File: config.mk
export PLATFORM = sky130hd
export DESIGN_NAME = arcs_update
export DESIGN_NICKNAME = d
export VERILOG_FILES = /design/src/hdl/arcs_pkg.sv /design/src/hdl/arcs_update.sv
export SDC_FILE = /design/constraint.sdc
export NUM_CORES = 2
export LEC_CHECK = 0
export BUFFER_PORTS_ARGS = -buffer_cell sky130_fd_sc_hd__buf_2
export CAP_MARGIN = 40
export CELL_PAD_IN_SITES_DETAIL_PLACEMENT = 1
export CELL_PAD_IN_SITES_GLOBAL_PLACEMENT = 2
export CORE_UTILIZATION = 43
export DETAILED_ROUTE_END_ITERATION = 10
export PLACE_DENSITY = 0.95
export SLEW_MARGIN = 20
export SYNTH_ARGS = -nofsm -noshare
export SYNTH_HDL_FRONTEND = slang
export SYNTH_SLANG_ARGS = --single-unit
File: constraint.sdc
create_clock -name vclk -period 53.8
set_clock_uncertainty 0.15 [all_clocks]
set_input_delay 16.14 -clock vclk [all_inputs]
set_output_delay 16.14 -clock vclk [all_outputs]
set_load 0.03 [all_outputs]
File: src/hdl/arcs_pkg.sv
// Shared types, register indexes and constants for the adaptive read cache sizer.
package arcs_pkg;

  // Configuration port geometry
  localparam int CFG_IDX_W  = 3;
  localparam int CFG_DATA_W = 31;

  // Register indexes
  localparam logic [CFG_IDX_W-1:0] REG_MIN_SIZE     = 3'd0;
  localparam logic [CFG_IDX_W-1:0] REG_MAX_SIZE     = 3'd1;
  localparam logic [CFG_IDX_W-1:0] REG_SIZE_UNIT    = 3'd2;
  localparam logic [CFG_IDX_W-1:0] REG_WASTE_FACTOR = 3'd3;
  localparam logic [CFG_IDX_W-1:0] REG_INITIAL_SIZE = 3'd4;

  // Register values after reset
  localparam logic [30:0] RST_MIN_SIZE     = 31'd4096;
  localparam logic [30:0] RST_MAX_SIZE     = 31'd1048576;
  localparam logic [20:0] RST_SIZE_UNIT    = 21'd4096;
  localparam logic [15:0] RST_WASTE_FACTOR = 16'd100;
  localparam logic [30:0] RST_INITIAL_SIZE = 31'd65536;

  // Percentage scale applied to the bytes read in the waste test
  localparam logic [6:0] WASTE_PCT = 7'd100;

  // Step limits: the step saturates to the 32-bit signed range
  localparam logic signed [31:0] STEP_MAX  = 32'sh7FFF_FFFF;
  localparam logic signed [31:0] STEP_MIN  = 32'sh8000_0000;
  localparam logic signed [31:0] STEP_HALF = 32'sh4000_0000;

  // Configuration registers
  typedef struct packed {
    logic [30:0] min_size;
    logic [30:0] max_size;
    logic [20:0] size_unit;
    logic [15:0] waste_factor;
    logic [30:0] initial_size;
  } cfg_t;

  // Input word
  typedef struct packed {
    logic [31:0] wasted_bytes;
    logic [31:0] bytes_read;
  } item_t;

  // Result word
  typedef struct packed {
    logic [30:0]        cache_size;
    logic signed [31:0] step_now;
    logic               size_changed;
  } result_t;

  // Waste classification of one input word
  typedef struct packed {
    logic low_waste;
    logic nonzero;
  } item_flags_t;

endpackage

File: src/hdl/arcs_update.sv
// Size and step update for one classified input word.
module arcs_update #(
  parameter int SIZE_BITS = 32
) (
  input  arcs_pkg::cfg_t        cfg,
  input  logic [SIZE_BITS-1:0]  size,
  input  logic signed [31:0]    step,
  input  arcs_pkg::item_flags_t flags,
  output logic [SIZE_BITS-1:0]  size_next,
  output logic signed [31:0]    step_next,
  output arcs_pkg::result_t     result
);

  // Wide enough for the size plus a full step times unit, with a sign bit
  localparam int CALC_W = (SIZE_BITS > 53) ? SIZE_BITS + 1 : 54;

  logic signed [31:0]       g_step;
  logic signed [31:0]       s_step;
  logic signed [31:0]       g_clamp;
  logic signed [31:0]       s_clamp;
  logic signed [32:0]       neg_step;
  logic signed [32:0]       s_inc;
  logic signed [32:0]       s_mag;
  logic signed [32:0]       s_half;
  logic signed [52:0]       g_prod;
  logic signed [52:0]       s_prod;
  logic signed [CALC_W-1:0] cur_ext;
  logic signed [CALC_W-1:0] lo_ext;
  logic signed [CALC_W-1:0] hi_ext;
  logic signed [CALC_W-1:0] g_sum;
  logic signed [CALC_W-1:0] s_sum;
  logic signed [CALC_W-1:0] cur_new;
  logic [SIZE_BITS-1:0]     size_new;

  // Candidate step when growing: double a positive one (saturating), halve and negate a negative one, or start at one
  assign neg_step = -{step[31], step};
  always_comb begin
    if (step > 0) begin
      g_step = (step >= arcs_pkg::STEP_HALF) ? arcs_pkg::STEP_MAX : (step <<< 1);
    end else if (step < 0) begin
      g_step = $signed(32'($unsigned(neg_step) >> 1));
    end else begin
      g_step = 32'sd1;
    end
  end

  // Candidate step when shrinking: the mirror image of growth
  always_comb begin
    if (step < 0) begin
      s_step = (step < -arcs_pkg::STEP_HALF) ? arcs_pkg::STEP_MIN : (step <<< 1);
    end else if (step > 0) begin
      s_step = -(step >>> 1);
    end else begin
      s_step = -32'sd1;
    end
  end

  // Step after hitting a bound: moved one toward zero, then halved with truncation toward zero
  assign g_clamp = (g_step == 32'sd0) ? 32'sd0 : ((g_step - 32'sd1) >>> 1);
  assign s_inc   = {s_step[31], s_step} + 33'sd1;
  assign s_mag   = (s_inc < 0) ? -s_inc : s_inc;
  assign s_half  = s_mag >>> 1;
  assign s_clamp = 32'((s_inc < 0) ? -s_half : s_half);

  // Both moves are formed side by side; the waste class picks one
  assign g_prod  = g_step * $signed({1'b0, cfg.size_unit});
  assign s_prod  = s_step * $signed({1'b0, cfg.size_unit});
  assign cur_ext = $signed({{(CALC_W-SIZE_BITS){1'b0}}, size});
  assign lo_ext  = $signed(CALC_W'(cfg.min_size));
  assign hi_ext  = $signed(CALC_W'(cfg.max_size));
  assign g_sum   = cur_ext + CALC_W'(g_prod);
  assign s_sum   = cur_ext + CALC_W'(s_prod);

  // Select the move and clamp onto the bound it crosses
  always_comb begin
    cur_new   = cur_ext;
    step_next = step;
    if (flags.low_waste) begin
      if (cur_ext < hi_ext) begin
        if (g_sum > hi_ext) begin
          cur_new   = hi_ext;
          step_next = g_clamp;
        end else begin
          cur_new   = g_sum;
          step_next = g_step;
        end
      end
    end else if (flags.nonzero) begin
      if (cur_ext > lo_ext) begin
        if (s_sum < lo_ext) begin
          cur_new   = lo_ext;
          step_next = s_clamp;
        end else begin
          cur_new   = s_sum;
          step_next = s_step;
        end
      end
    end
  end

  // The size never goes negative and is kept to SIZE_BITS
  assign size_new  = (cur_new < 0) ? '0 : SIZE_BITS'(cur_new);
  assign size_next = size_new;

  // Result word
  assign result.cache_size   = 31'(size_new);
  assign result.step_now     = step_next;
  assign result.size_changed = (size_new != size);

endmodule

==> impl_metrics.csv <==
group,metric,value,unit
run_status,status,"complete, no violations",
detailed_routing,drt-total-wl,253000,µm
detailed_routing,avgViaCountPerCell,5.95,
layout,most-common-layout-cells,"inv_1 (1338), fa_1 (1326), nand2_1 (1113), and2_1 (581), ha_1 (469)",
timing,timing.hold.ws,32.66,ns
floorplanning,rows,141,
timing,rsz0062_at_grt,"false",
clock_tree,hold_buffers,0,
timing,fin_crit,51.48,ns
yosys,ys_types,107,
worst_setup_path,slowest_delay,0.76,ns
grt,grt_pass1_wl,388000,µm
detailed_routing,ant_nets,0,
layout,syn_to_final_growth,5.25,%
place,hpwlAfterDp,203000,µm
layout,regArea,0,µm²
layout,seq_cell_count,0,
worst_setup_path,crit_family,"compound AO/OA/AOI/OAI gates",
detailed_routing,route.detailed.drc,0,
detailed_routing,first_iter_violations,4445,
yosys,synth_seq_area_share,0,%
place,gp_congestion,0.988,
layout,post-route-util,45.9,%
layout,fin_area,68100,µm²
timing,slew_violations,0,
detailed_routing,vias,59272,
flow_run,maxCapViolations,0,
timing,setup_viol_count_final,0,
place,placed_area,67900,µm²
floorplanning,initial_utilization,43.6,%
layout,nClkBuffers,0,
floorplanning,die-area,152000,µm²
timing,maxSlewHeadroom,26.8,%
layout,final_common_cell,"inv_1",
floorplanning,ios,324,
worst_setup_path,path_buf_inv,6,
floorplanning,die_w,390,µm
worst_setup_path,crit_top_cell,"fa_1",
hold_path,hold_class,"in -> out",
grt,grt-ovfl-total,0,
detailed_routing,drt-pass1-iter-count,6,
yosys,syn_area_per_cell,8.09,µm²
worst_setup_path,crit_fanout,48,
yosys,synth_area,64700,µm²
yosys,ys.warnings.count,0,
clock_tree,postCtsSetupBuffers,0,
timing,worst_pin_slew,1.07,ns
timing,period_share,95.7,%
worst_setup_path,cp-end-kind,"output pin",
floorplanning,die_h,390,µm
grt,grt_usage,33.2,%
layout,layout.nets,9937,
grt,grt_pass1_vias,65829,
timing,fmax,19.4,MHz
worst_setup_path,crit_slowest_cell,"nor4_1",
layout,drive_gt1_share,7.10,%
timing,tns,0,ns
floorplanning,core-area,149000,µm²
grt,antenna_found_initial,23,
worst_setup_path,cp-start-kind,"input port",
worst_setup_path,cp_data_arrival_time,35.19,ns
grt,grt_max_degree,67,
worst_setup_path,crit_type,"in -> out",
clock_tree,ctsResizeCount,0,
detailed_routing,wl_per_cell,25.4,µm
yosys,syn_inst,7995,
place,portBuffers,277,
timing,hold_viol,0,
worst_setup_path,cp.required,37.51,ns
-- tightest hold or removal path: cells and delay by family --
family                 cells  cell delay, ns
buffers and inverters      2            0.35
AOI/OAI and AO/OA          1            0.10
and+or+nand+nor            1            0.08
-- metal layers --
layer	share of wire (%)	up-vias	GRT usage [%]
met3	7.3	735	4.99
met4	5.8	12	16.9
met1	39	30826	40.9
met2	48	2422	56.3
met5	0.031	-	0
li1	-	25277	-
-- synthesized netlist by cell type, drive strengths merged, types with 23 or more instances --
| cell type | count | area, µm² |
|---|---|---|
| inv | 1338 | 5020 |
| fa | 1326 | 26500 |
| nand2 | 1115 | 4190 |
| and2 | 582 | 3640 |
| ha | 470 | 5880 |
| clkbuf | 394 | 1480 |
| a21oi | 358 | 1800 |
| nor2 | 344 | 1290 |
| o21ai | 241 | 1230 |
| xnor2 | 205 | 1800 |
| a21o | 148 | 1110 |
| buf | 136 | 806 |
| nor3 | 134 | 696 |
| nand3 | 111 | 573 |
| xor2 | 93 | 815 |
| nand4 | 67 | 425 |
| a211oi | 62 | 488 |
| mux2i | 59 | 591 |
| and3 | 51 | 319 |
| a31oi | 50 | 313 |
| or3 | 44 | 275 |
| nand2b | 42 | 263 |
| nor4 | 41 | 275 |
| o211ai | 39 | 293 |
| o31ai | 39 | 308 |
| o21a | 38 | 287 |
| nor2b | 32 | 200 |
| o21bai | 31 | 233 |
| o22ai | 25 | 156 |
| or4 | 23 | 176 |
-- cells by family (layout without fill, tap and decap cells) --
logic type	after synthesis	in the layout	share of synthesized area (%)
simple gates	2669	2669	20.2
buf+inv	1869	1775	11.3
fa+ha+maj	1796	1796	50.1
compound gates	1288	1288	13.2
xor+xnor	298	298	4.04
mux	73	73	1.16
other cells	2	59	0.0116
-- area by class of cell --
class | count | area [µm²]
fill | 18093 | 80400
multi-input combinational | 6168 | 57900
inverter | 1339 | 5030
timing repair buffer | 436 | 2670
tap | 2002 | 2500
antenna | 15 | 37.5
-- final timing paths --
| check | startpoint | to | slack, ns | depth (start not counted) |
|---|---|---|---|---|
| setup / recovery | step[0] | result[0] | 2.32 | 58 |
| hold / removal | cfg[75] | result[40] | 32.66 | 4 |
-- through the flow --
stage,instances,worst slack (ns)
finish,9960,2.32
global placement,9921,3.01
floorplan,8037,6.20
CTS,9937,2.98
detailed placement,9937,3.06
global route,9951,2.15
Power is not shown: default switching activity piles up to over one toggle a cycle in this logic, so the estimate is an artifact.
